==> config.mk <==
export PLATFORM = sky130hd
export DESIGN_NAME = lifo_stack_with_search_flat
export DESIGN_NICKNAME = d
export VERILOG_FILES = /design/src/rtl/lsws_pkg.sv /design/src/rtl/lsws_if.sv /design/src/rtl/lifo_stack_with_search.sv /design/src/rtl/lsws_ram.sv /design/src/rtl/lsws_ctrl.sv /design/src/rtl/lsws_dpath.sv /design/src/flat_wrapper.sv
export VERILOG_INCLUDE_DIRS = /design/src /design/src/rtl
export SDC_FILE = /design/constraint.sdc
export NUM_CORES = 2
export LEC_CHECK = 0
export ABC_AREA = 0
export ABC_CLOCK_PERIOD_IN_PS = 4250
export BUFFER_PORTS_ARGS = -buffer_cell sky130_fd_sc_hd__buf_2
export CAP_MARGIN = 10
export CORE_MARGIN = 3
export CORE_UTILIZATION = 49
export CTS_CLUSTER_DIAMETER = 100
export CTS_CLUSTER_SIZE = 40
export DETAILED_ROUTE_END_ITERATION = 8
export PLACE_DENSITY = 0.67
export REMOVE_ABC_BUFFERS = 1
export SYNTH_ARGS = -nofsm -noshare
export SYNTH_HDL_FRONTEND = slang
export SYNTH_HIERARCHICAL = 1
export SYNTH_SLANG_ARGS = --single-unit
==> constraint.sdc <==
create_clock -name clk -period 4.25 [get_ports clk]
set_input_delay 0.425 -clock clk [delete_from_list [all_inputs] [get_ports clk]]
set_output_delay 0.425 -clock clk [all_outputs]
set_load 0.01 [all_outputs]
==> src/rtl/lifo_stack_with_search_assert.svh <==
// Assertion macros used by the stack datapath.
`ifndef LIFO_STACK_WITH_SEARCH_ASSERT_SVH
`define LIFO_STACK_WITH_SEARCH_ASSERT_SVH

// Same-cycle implication, disabled while reset is asserted.
`define LSWS_ASSERT_IMP(label, clk, rst_n, ante, cons) \
    label: assert property (@(posedge clk) disable iff (!rst_n) (ante) |-> (cons)) \
        else $error("lifo stack assertion failed");

// Next-cycle implication, disabled while reset is asserted.
`define LSWS_ASSERT_NEXT(label, clk, rst_n, ante, cons) \
    label: assert property (@(posedge clk) disable iff (!rst_n) (ante) |=> (cons)) \
        else $error("lifo stack assertion failed");

`endif

==> src/rtl/lsws_pkg.sv <==
// Shared constants, codes and control types for the LIFO stack with search.
package lsws_pkg;

    localparam int DEFAULT_STACK_DEPTH = 64;
    localparam int VALUE_W             = 32;
    localparam int CMD_W               = 2;
    localparam int OCC_W               = 7;
    localparam int STATUS_W            = 2;

    localparam logic [CMD_W-1:0] CMD_PUSH = 2'd0;
    localparam logic [CMD_W-1:0] CMD_POP  = 2'd1;
    localparam logic [CMD_W-1:0] CMD_TOP  = 2'd2;
    localparam logic [CMD_W-1:0] CMD_FIND = 2'd3;

    localparam logic [STATUS_W-1:0] ST_OK        = 2'd0;
    localparam logic [STATUS_W-1:0] ST_UNDERFLOW = 2'd1;
    localparam logic [STATUS_W-1:0] ST_OVERFLOW  = 2'd2;

    typedef logic [CMD_W-1:0]    cmd_t;
    typedef logic [STATUS_W-1:0] status_t;

    // Commands from the controller to the datapath
    typedef struct packed {
        logic load_item;
        logic exec;
        logic pop_cap;
        logic scan;
        logic load_out;
    } ctl_t;

    // Status from the datapath to the controller
    typedef struct packed {
        cmd_t cmd;
        logic scan_done;
    } sts_t;

endpackage

==> src/rtl/lsws_if.sv <==
// Request and response channel interfaces for the LIFO stack.
interface lsws_req_if
    import lsws_pkg::*;
();
    logic                      valid;
    logic                      ready;
    cmd_t                      command;
    logic signed [VALUE_W-1:0] value;

    modport source (output valid, output command, output value, input ready);
    modport sink   (input valid, input command, input value, output ready);
endinterface

interface lsws_rsp_if
    import lsws_pkg::*;
();
    logic                      valid;
    logic                      ready;
    logic signed [VALUE_W-1:0] top_value;
    logic                      found;
    logic [OCC_W-1:0]          occupancy;
    status_t                   status;

    modport source (output valid, output top_value, output found, output occupancy,
                    output status, input ready);
    modport sink   (input valid, input top_value, input found, input occupancy,
                    input status, output ready);
endinterface

==> src/rtl/lifo_stack_with_search.sv <==
// LIFO stack of signed 32-bit words with a membership search.
// Channels: req carries command (push, pop, read top, find) and value; rsp
// returns one item per request with top_value, found, occupancy and status.
// Both channels move an item when valid and ready are high at a clock edge.
// Items are handled one at a time; req.ready is high only while idle.
// A find scans up to STACK_DEPTH entries, none on an empty stack; the scan
// reads one entry per cycle through the single read port of the entry RAM
// and stops at the first match.
// Pop and read top on an empty stack report underflow and change nothing;
// push on a full stack is dropped and reports overflow.
// The response sits in an output register: the next request is accepted
// while it waits, and that request's response holds until rsp.ready.
// Reset (rst_n low, asynchronous) empties the stack and clears valid; the
// entry RAM is not cleared and needs no clearing pass.
module lifo_stack_with_search
    import lsws_pkg::*;
#(
    parameter int STACK_DEPTH = DEFAULT_STACK_DEPTH
) (
    input  logic              clk,
    input  logic              rst_n,
    lsws_req_if.sink          req,
    lsws_rsp_if.source        rsp
);
    ctl_t ctl;
    sts_t sts;

    lsws_ctrl u_ctrl (
        .clk       (clk),
        .rst_n     (rst_n),
        .in_valid  (req.valid),
        .in_ready  (req.ready),
        .out_valid (rsp.valid),
        .out_ready (rsp.ready),
        .ctl       (ctl),
        .sts       (sts)
    );

    lsws_dpath #(
        .STACK_DEPTH (STACK_DEPTH)
    ) u_dpath (
        .clk        (clk),
        .rst_n      (rst_n),
        .ctl        (ctl),
        .sts        (sts),
        .in_command (req.command),
        .in_value   (req.value),
        .top_value  (rsp.top_value),
        .found      (rsp.found),
        .occupancy  (rsp.occupancy),
        .status     (rsp.status)
    );
endmodule

==> src/rtl/lsws_ram.sv <==
// Generic single-write, single-read RAM with registered read data.
module lsws_ram #(
    parameter int WIDTH = 32,
    parameter int DEPTH = 64
) (
    input  logic                     clk,
    input  logic                     we,
    input  logic [$clog2(DEPTH)-1:0] waddr,
    input  logic [WIDTH-1:0]         wdata,
    input  logic [$clog2(DEPTH)-1:0] raddr,
    output logic [WIDTH-1:0]         rdata
);
    logic [WIDTH-1:0] mem [DEPTH];

    always_ff @(posedge clk)
    begin
        if (we)
        begin
            mem[waddr] <= wdata;
        end
        rdata <= mem[raddr];
    end
endmodule

==> src/rtl/lsws_ctrl.sv <==
// Controller state machine: sequences each item and owns the handshakes.
module lsws_ctrl
    import lsws_pkg::*;
(
    input  logic clk,
    input  logic rst_n,
    input  logic in_valid,
    output logic in_ready,
    output logic out_valid,
    input  logic out_ready,
    output ctl_t ctl,
    input  sts_t sts
);
    localparam logic [2:0] S_IDLE   = 3'd0;
    localparam logic [2:0] S_EXEC   = 3'd1;
    localparam logic [2:0] S_POPCAP = 3'd2;
    localparam logic [2:0] S_SCAN   = 3'd3;
    localparam logic [2:0] S_DONE   = 3'd4;

    logic [2:0] state_reg, state_next;
    logic       out_valid_reg, out_valid_next;

    always_comb
    begin
        state_next = state_reg;
        ctl        = '0;
        in_ready   = 1'b0;
        case (state_reg)
            S_IDLE:
            begin
                in_ready = 1'b1;
                if (in_valid)
                begin
                    ctl.load_item = 1'b1;
                    state_next    = S_EXEC;
                end
            end
            S_EXEC:
            begin
                ctl.exec = 1'b1;
                if (sts.cmd == CMD_POP)
                begin
                    state_next = S_POPCAP;
                end
                else if (sts.cmd == CMD_FIND)
                begin
                    state_next = S_SCAN;
                end
                else
                begin
                    state_next = S_DONE;
                end
            end
            S_POPCAP:
            begin
                ctl.pop_cap = 1'b1;
                state_next  = S_DONE;
            end
            S_SCAN:
            begin
                ctl.scan = 1'b1;
                if (sts.scan_done)
                begin
                    state_next = S_DONE;
                end
            end
            S_DONE:
            begin
                // hold until the result register is free
                if (!out_valid_reg || out_ready)
                begin
                    ctl.load_out = 1'b1;
                    state_next   = S_IDLE;
                end
            end
            default:
            begin
                state_next = S_IDLE;
            end
        endcase
    end

    always_comb
    begin
        if (ctl.load_out)
        begin
            out_valid_next = 1'b1;
        end
        else if (out_ready)
        begin
            out_valid_next = 1'b0;
        end
        else
        begin
            out_valid_next = out_valid_reg;
        end
    end

    assign out_valid = out_valid_reg;

    always_ff @(posedge clk or negedge rst_n)
    begin
        if (!rst_n)
        begin
            state_reg     <= S_IDLE;
            out_valid_reg <= 1'b0;
        end
        else
        begin
            state_reg     <= state_next;
            out_valid_reg <= out_valid_next;
        end
    end
endmodule

==> src/rtl/lsws_dpath.sv <==
// Datapath: entry store, count, cached top, search scan and result register.
`include "lifo_stack_with_search_assert.svh"
module lsws_dpath
    import lsws_pkg::*;
#(
    parameter int STACK_DEPTH = DEFAULT_STACK_DEPTH
) (
    input  logic                      clk,
    input  logic                      rst_n,
    input  ctl_t                      ctl,
    output sts_t                      sts,
    input  cmd_t                      in_command,
    input  logic signed [VALUE_W-1:0] in_value,
    output logic signed [VALUE_W-1:0] top_value,
    output logic                      found,
    output logic [OCC_W-1:0]          occupancy,
    output status_t                   status
);
    localparam int AW = $clog2(STACK_DEPTH);
    localparam int CW = $clog2(STACK_DEPTH + 1);

    cmd_t                 cmd_reg;
    logic [VALUE_W-1:0]   value_reg;
    logic [VALUE_W-1:0]   top_reg;
    logic [CW-1:0]        count_reg, count_next;
    logic [CW-1:0]        left_reg;
    logic [AW-1:0]        idx_reg;
    logic                 pend_reg;
    logic                 found_reg;
    status_t              status_reg;

    logic signed [VALUE_W-1:0] top_out_reg;
    logic                      found_out_reg;
    logic [OCC_W-1:0]          occ_out_reg;
    status_t                   status_out_reg;

    logic                 full;
    logic                 empty;
    logic [CW-1:0]        count_m1;
    logic [CW-1:0]        count_m2;
    logic                 ram_we;
    logic                 pop_ok;
    logic [AW-1:0]        ram_raddr;
    logic [VALUE_W-1:0]   ram_rdata;
    logic                 issue;
    logic [CW+OCC_W-1:0]  occ_ext;

    assign full     = (count_reg == CW'(STACK_DEPTH));
    assign empty    = (count_reg == '0);
    assign count_m1 = count_reg - CW'(1);
    assign count_m2 = count_reg - CW'(2);
    assign issue    = ctl.scan && (left_reg != '0) && !found_reg;
    assign ram_we   = ctl.exec && (cmd_reg == CMD_PUSH) && !full;
    assign pop_ok   = ctl.exec && (cmd_reg == CMD_POP) && !empty;
    // during a scan walk down from the top; on pop fetch the new top
    assign ram_raddr = ctl.scan ? idx_reg : count_m2[AW-1:0];

    assign sts.cmd       = cmd_reg;
    assign sts.scan_done = found_reg || ((left_reg == '0) && !pend_reg);

    always_comb
    begin
        count_next = count_reg;
        if (ctl.exec)
        begin
            if (cmd_reg == CMD_PUSH && !full)
            begin
                count_next = count_reg + CW'(1);
            end
            else if (cmd_reg == CMD_POP && !empty)
            begin
                count_next = count_m1;
            end
        end
    end

    lsws_ram #(
        .WIDTH (VALUE_W),
        .DEPTH (STACK_DEPTH)
    ) u_ram (
        .clk   (clk),
        .we    (ram_we),
        .waddr (count_reg[AW-1:0]),
        .wdata (value_reg),
        .raddr (ram_raddr),
        .rdata (ram_rdata)
    );

    always_ff @(posedge clk or negedge rst_n)
    begin
        if (!rst_n)
        begin
            count_reg <= '0;
            left_reg  <= '0;
            pend_reg  <= 1'b0;
            found_reg <= 1'b0;
        end
        else
        begin
            count_reg <= count_next;
            if (ctl.load_item)
            begin
                found_reg <= 1'b0;
            end
            else if (pend_reg && ctl.scan && (ram_rdata == value_reg))
            begin
                found_reg <= 1'b1;
            end
            if (ctl.exec && cmd_reg == CMD_FIND)
            begin
                left_reg <= count_reg;
            end
            else if (issue)
            begin
                left_reg <= left_reg - CW'(1);
            end
            else if (ctl.scan && found_reg)
            begin
                left_reg <= '0;
            end
            pend_reg <= issue;
        end
    end

    always_ff @(posedge clk)
    begin
        if (ctl.load_item)
        begin
            cmd_reg   <= in_command;
            value_reg <= in_value;
        end
        if (ctl.exec)
        begin
            case (cmd_reg)
                CMD_PUSH:
                begin
                    if (full)
                    begin
                        status_reg <= ST_OVERFLOW;
                    end
                    else
                    begin
                        status_reg <= ST_OK;
                        top_reg    <= value_reg;
                    end
                end
                CMD_POP, CMD_TOP:
                begin
                    status_reg <= empty ? ST_UNDERFLOW : ST_OK;
                end
                CMD_FIND:
                begin
                    status_reg <= ST_OK;
                    idx_reg    <= count_m1[AW-1:0];
                end
                default:
                begin
                    status_reg <= ST_OK;
                end
            endcase
        end
        if (ctl.pop_cap)
        begin
            top_reg <= ram_rdata;
        end
        if (issue)
        begin
            idx_reg <= idx_reg - AW'(1);
        end
        if (ctl.load_out)
        begin
            top_out_reg    <= empty ? '0 : top_reg;
            found_out_reg  <= found_reg;
            occ_out_reg    <= occ_ext[OCC_W-1:0];
            status_out_reg <= status_reg;
        end
    end

    assign occ_ext   = {{OCC_W{1'b0}}, count_reg};
    assign top_value = top_out_reg;
    assign found     = found_out_reg;
    assign occupancy = occ_out_reg;
    assign status    = status_out_reg;

    `LSWS_ASSERT_IMP(a_count_range, clk, rst_n, 1'b1, count_reg <= CW'(STACK_DEPTH))
    `LSWS_ASSERT_NEXT(a_push_grows, clk, rst_n, ram_we, count_reg == $past(count_reg) + CW'(1))
    `LSWS_ASSERT_NEXT(a_pop_shrinks, clk, rst_n, pop_ok, count_reg == $past(count_reg) - CW'(1))
    `LSWS_ASSERT_IMP(a_found_on_find, clk, rst_n, found_reg, cmd_reg == CMD_FIND)
endmodule

==> src/flat_wrapper.sv <==
// flat-port wrapper written by rule: the top's interface ports become plain ports
module lifo_stack_with_search_flat import lsws_pkg::*;
#(
    parameter int STACK_DEPTH = DEFAULT_STACK_DEPTH
)
  (clk, rst_n, req_valid, req_command, req_value, req_ready, rsp_valid, rsp_top_value, rsp_found, rsp_occupancy, rsp_status, rsp_ready);
  lsws_req_if req_i ();
  lsws_rsp_if rsp_i ();
  input  logic clk;
  input  logic rst_n;
  input wire logic [$bits(req_i.valid)-1:0] req_valid;
  input wire logic [$bits(req_i.command)-1:0] req_command;
  input wire logic [$bits(req_i.value)-1:0] req_value;
  output wire logic [$bits(req_i.ready)-1:0] req_ready;
  output wire logic [$bits(rsp_i.valid)-1:0] rsp_valid;
  output wire logic [$bits(rsp_i.top_value)-1:0] rsp_top_value;
  output wire logic [$bits(rsp_i.found)-1:0] rsp_found;
  output wire logic [$bits(rsp_i.occupancy)-1:0] rsp_occupancy;
  output wire logic [$bits(rsp_i.status)-1:0] rsp_status;
  input wire logic [$bits(rsp_i.ready)-1:0] rsp_ready;
  assign req_i.valid = req_valid;
  assign req_i.command = req_command;
  assign req_i.value = req_value;
  assign req_ready = req_i.ready;
  assign rsp_valid = rsp_i.valid;
  assign rsp_top_value = rsp_i.top_value;
  assign rsp_found = rsp_i.found;
  assign rsp_occupancy = rsp_i.occupancy;
  assign rsp_status = rsp_i.status;
  assign rsp_i.ready = rsp_ready;
  lifo_stack_with_search #(.STACK_DEPTH(STACK_DEPTH)) u_core (.clk(clk), .rst_n(rst_n), .req(req_i), .rsp(rsp_i));
endmodule
Word-level counts from Yosys, hierarchy flattened
Memory sizes are Yosys's and may differ from the RTL's. A register that Yosys moved wholly into a read port is not among the register bits.
Index checks and enable logic that the tools add are counted.
Storage, ports and cells
  register bits after elaboration: 136
  input port bits: 38
  memories kept: 1
  output and inout port bits: 44
  bits in writable memories: 2048
Memory list
  u_core.u_dpath.u_ram.mem: words 64, bits a word 32, rd ports 1, clocked after memory_dff 1, wr ports 1, RTL line lsws_ram.sv:13  | logic [WIDTH-1:0] mem [DEPTH];
Operators by class
  reductions and logical operators: 36
  eq/ne operators: 13
  muxes and demuxes: 36
  add/sub/neg operators: 5
Operators with widths (number)
  $mux 32: 4
  $mux 7: 5
  $eq 32x32->1: 1
  $mux 6: 4
  $mux 1: 15
  $mux 3: 5
  $pmux 3 s5: 1
  $logic_not 7->1: 2
  $reduce_bool 2->1: 7
  $sub 7x1->7 const B: 2
  $logic_and 1x1->1: 11
  $add 7x1->7 const B: 1
  $eq 7x7->1 const B: 1
  $reduce_bool 7->1: 1
  $eq 3x2->1 const B: 2
  $pmux 2 s3: 1
  $reduce_and 3->1: 2
  $sub 6x1->6 const B: 1
  $sub 6x2->6 const B: 1
  $logic_not 1->1: 5
  $eq 2x2->1 const B: 2
  $ne 2x1->1 const B: 2
  $ne 2x2->1 const B: 2
  $reduce_and 2->1: 2
  other kinds (9): 10

Longest topological paths before layout
  word-level depth: 6
  gate-level depth with buffers: 16
  depth with buffers taken out: 10

By module
Netlist, hierarchy kept.
By module, submodules not included
  lsws_ram: instances 1, area an instance 78515.3 µm², cells an instance 3324
  lsws_dpath: instances 1, area an instance 5849.4 µm², cells an instance 410
  lsws_ctrl: instances 1, area an instance 246.5 µm², cells an instance 28

Least setup slack after synthesis
Ideal clock, no wire load.
  path type: register to register
  start: register u_core.u_dpath.count_reg[0]
  end: memory u_core.u_dpath.u_ram.mem[48][0] (enable)
  stages on the path, launching flop included: 10
  setup time: 0.461 ns
  setup slack: -0.254 ns
  required time: 3.789 ns
  arrival time: 4.043 ns
  period minus slack after synthesis: 4.504 ns
  path through: dfrtp_1 -> inv_1 -> ha_1 -> nor3b_2 -> nand3_1 -> nand3_1 -> inv_1 -> nor2b_1 -> nand4b_1 -> nor3_1
On the way
  word-level cells in the longest chain between the ends: 5
Ends and longest elaborated chain
  start: declaration: RTL line lsws_dpath.sv:25  | logic [CW-1:0] count_reg, count_next;
  start signal: assignment: RTL line lsws_dpath.sv:100  | count_reg <= count_next;
  $eq 7x7->1: RTL line lsws_dpath.sv:48  | assign full = (count_reg == CW'(STACK_DEPTH));
  $logic_not 1->1: RTL line lsws_dpath.sv:53  | assign ram_we = ctl.exec && (cmd_reg == CMD_PUSH) && !full;
  $logic_and 1x1->1: RTL line lsws_dpath.sv:53
  via u_core.u_dpath.ram_we: RTL line lsws_dpath.sv:41  | logic ram_we;
  $mux 1: RTL line lsws_ram.sv:17  | if (we)
  $mux 1 (implied by the code): RTL line lsws_ram.sv:19  | mem[waddr] <= wdata;
  end: declaration: RTL line lsws_ram.sv:13
The timed path passes the listed nets, and every way through them passes these cells.

==> impl_metrics.py <==
metrics = {
    "synth": {
        "synth.area.top_cells": "edfxtp_1 77%, mux4_2 14%, mux2i_1 1.1%, dfxtp_1 0.76%, nor2_1 0.68%",
        "netlist_instances": 3762,
        "synth_area_mm2": 0.08461,
        "synth_seq_cells": 2216,
        "synth_edf_count": 2164,
        "ys_types": 58,
        "synthFlopType": "edfxtp_1",
        "synth-async-reset-ratio": 0.009025,
        "yosysTopAreaCell": "edfxtp_1",
        "yosys.area.top_type_share": 0.7680,
        "ys_seq_area_frac": 0.7815,
        "ys_warn_count": 6,
        "syn_avg_cell_area_um2": 22.49,
    },
    "timing": {
        "fin_crit_sh": 0.9545,
        "period_minus_slack_ns": 4.056,
        "rsz0062_at_grt": "false",
        "finalMaxSlewViolations": 0,
        "tightestPinTransition_ns": 1.226,
        "hold_violations": 0,
        "fin_hold_ws_ns": 0.1461,
        "slew_headroom": 0.1812,
        "setup_violations": 0,
        "fmax_mhz": 246.5,
        "fin_skew_ns": 0.08267,
    },
    "clocking": {
        "cts_num_sinks": 2216,
        "cts-root-buf": "clkbuf_16",
        "clkTransAtPathRegs_ns": 0.14,
        "post_cts_buffers": 0,
        "tritoncts": "yes",
        "cts_buffers": 68,
        "clk_latency_ns": 0.74,
        "cts_buffer_depth": 3,
        "htreeDepth": 3,
    },
    "global_routing": {
        "grt_max_degree": 66,
        "grt_pass1_wl_um": 306400,
        "grt_overflow_total": 0,
        "grt_pass1_vias": 39660,
        "track_usage": 0.2435,
        "antenna_found_initial": 10,
    },
    "floorplan": {
        "ios": 82,
        "die_h_um": 421.5,
        "row_count": 151,
        "coreArea_mm2": 0.1704,
        "die_area_mm2": 0.1777,
        "fp.dieW_um": 421.5,
        "initial_utilization": 0.4965,
    },
    "pwr": {
        "p_sw_uw": 23930,
        "intPower_uw": 40580,
        "pwr-share-seq": 0.413,
        "powerDensity_mw_per_mm2": 698.8,
        "switching_share": 0.3710,
        "clockPowerShare": 0.146,
        "p_comb_frac": 0.441,
        "vdd_ir_drop_max_uv": 688.4,
        "p_leak_uw": 0.02830,
    },
    "placed_design": {
        "gp_congestion": 0.8496,
        "port-buffer-count": 81,
        "dp_hpwl_um": 128200,
        "place_inst": 6194,
    },
    "critical_path": {
        "path_max_fanout": 24,
        "cp.required_ns": 4.88,
        "r2r-end": "u_core/u_dpath/u_ram/rdata[20]$_DFF_P_",
        "critPathLaunchType": "register",
        "crit_type": "register to register",
        "end_kind": "register",
        "reg2regPathDepth": 12,
        "cp_data_arrival_time_ns": 4.69,
        "reg2reg_slack_ns": 0.19,
        "timing.rr.start": "u_core/u_ctrl/state_reg[1]$_DFFE_PN0P_",
    },
    "outcome": {
        "status": "completed",
    },
    "route": {
        "route.detailed.drc": 0,
        "vias_per_cell": 6.424,
        "wl_per_cell_um": 34.05,
        "drtPass1Iterations": 5,
        "totalWireLength_um": 216500,
        "ant_nets": 0,
        "drt_iter0_drc": 6186,
        "num_vias": 40850,
    },
    "final_layout": {
        "post_layout_nonfiller_instances": 6360,
        "drive_gt1_frac": 0.2670,
        "largest_reg_flops": 2048,
        "top_register": "u_core/u_dpath/u_ram/mem",
        "layout_commonest_cell": "edfxtp_1",
        "layout_common_cells": "2164 x edfxtp_1, 544 x mux4_2, 218 x buf_4, 96 x mux2i_1, 90 x nor2_1",
        "fin_nets": 4054,
        "area_delta_synth_final_pct": 9.105,
    },
    "hold_path": {
        "min_from": "req_valid",
        "min_path_type": "input port to register",
        "whs_path_depth": 3,
        "hold_end": "u_core/u_ctrl/state_reg[0]$_DFFE_PN0P_",
    },
    "run": {
        "maxCapViolCount": 0,
    },
}
Yosys cell counts, types with 11 or more instances:
cell / number
and2_1: 37
a21oi_1: 71
a22oi_1: 14
inv_1: 15
xnor2_1: 33
nor3_1: 13
mux2_2: 32
mux2i_1: 97
o221ai_1: 29
xor2_1: 14
dfrtp_1: 20
mux4_2: 544
buf_1: 21
ha_1: 11
nor2b_1: 17
clkbuf_1: 86
o22ai_1: 88
dfxtp_1: 32
nor2_1: 153
buf_2: 60
nand2b_1: 15
nand2_1: 56
edfxtp_1: 2164
buf_4: 26
critical path: stages, from the launching register on:
cell and delay, ns:
dfrtp_1 0.54, inv_1 0.13, nor2_2 0.35, buf_4 0.30, mux2i_4 0.33, buf_12 0.27
nor2b_1 0.39, buf_4 0.36, a22oi_1 0.13, and3_1 0.19, o32ai_1 0.64, buf_4 0.24
nor3_1 0.04
cell families after synthesis:
logic type	synth area share
mux	0.1605
buf+inv	0.01207
flops	0.7815
simple gates	0.01996
compound gates	0.01945
fa+ha+maj	0.001627
xor+xnor	0.004865
how the worst max path moves through the flow:
| stage | startpoint | end | slack, ns |
|---|---|---|---|
| global placement | u_core/u_ctrl/state_reg[1]$_DFFE_PN0P_ | u_core/u_dpath/u_ram/rdata[11]$_DFF_P_ | -0.03 |
| finish | u_core/u_ctrl/state_reg[1]$_DFFE_PN0P_ | u_core/u_dpath/u_ram/rdata[20]$_DFF_P_ | 0.19 |
| global route | u_core/u_ctrl/state_reg[1]$_DFFE_PN0P_ | u_core/u_dpath/u_ram/rdata[29]$_DFF_P_ | 0.0006 |
| detailed placement | u_core/u_ctrl/state_reg[2]$_DFFE_PN0P_ | u_core/u_dpath/u_ram/rdata[11]$_DFF_P_ | -0.07 |
| CTS | u_core/u_ctrl/state_reg[1]$_DFFE_PN0P_ | u_core/u_dpath/u_ram/rdata[6]$_DFF_P_ | 0.03 |
| floorplan | u_core/u_ctrl/state_reg[2]$_DFFE_PN0P_ | u_core/u_dpath/u_ram/rdata[29]$_DFF_P_ | -69.71 |
timing repair:
item                                   CTS  global route
endpoints found under the hold margin   55             0
hold buffers                            36             0
setup endpoints to repair                2             3
gates resized for setup                  2             3
power groups by stage:
stage	sequential (uW)	clock, uW	combinational [uW]
floorplan	27300	0	9180
global placement	27100	0	27900
detailed placement	27100	0	28100
CTS	26600	9610	28200
global route	26700	10300	29800
finish	26600	9420	28500
metal layers:
layer / up-vias / part of all wire / track usage / wire length (um)
met5: - / 0.000055 / 0 / 12
met4: 2 / 0.030 / 0.06333 / 6432
met3: 251 / 0.12 / 0.06018 / 25230
met2: 2318 / 0.45 / 0.3602 / 98420
met1: 22090 / 0.40 / 0.3668 / 86440
li1: 16200 / - / - / -
layout make-up:
| type | instances | area [um2] |
|---|---|---|
| Timing Repair Buffer | 372 | 3151 |
| Fill cell | 12770 | 78100 |
| Multi-Input combinational cell | 1332 | 18030 |
| Tap cell | 2295 | 2872 |
| Sequential cell | 2216 | 66120 |
| Antenna cell | 9 | 22.52 |
| Clock inverter | 10 | 155.1 |
| Inverter | 15 | 56.30 |
| Clock buffer | 111 | 1904 |
per-stage QoR:
step                        util  cell area, um2  TNS (ns)  setup slack [ns]  total power [uW]
final                     0.5417           92310         0            0.1935             64510
after global routing      0.5416           92290         0         0.0005933             66710
after CTS                 0.5414           92270         0           0.02699             64420
after detailed placement  0.5272           89840  -0.08502          -0.07494             55170
after global placement    0.5272           89840  -0.03506          -0.02516             54990
after floorplan                -           83650  -2121.86            -69.71             36460
(Power assumes the default switching activity.)
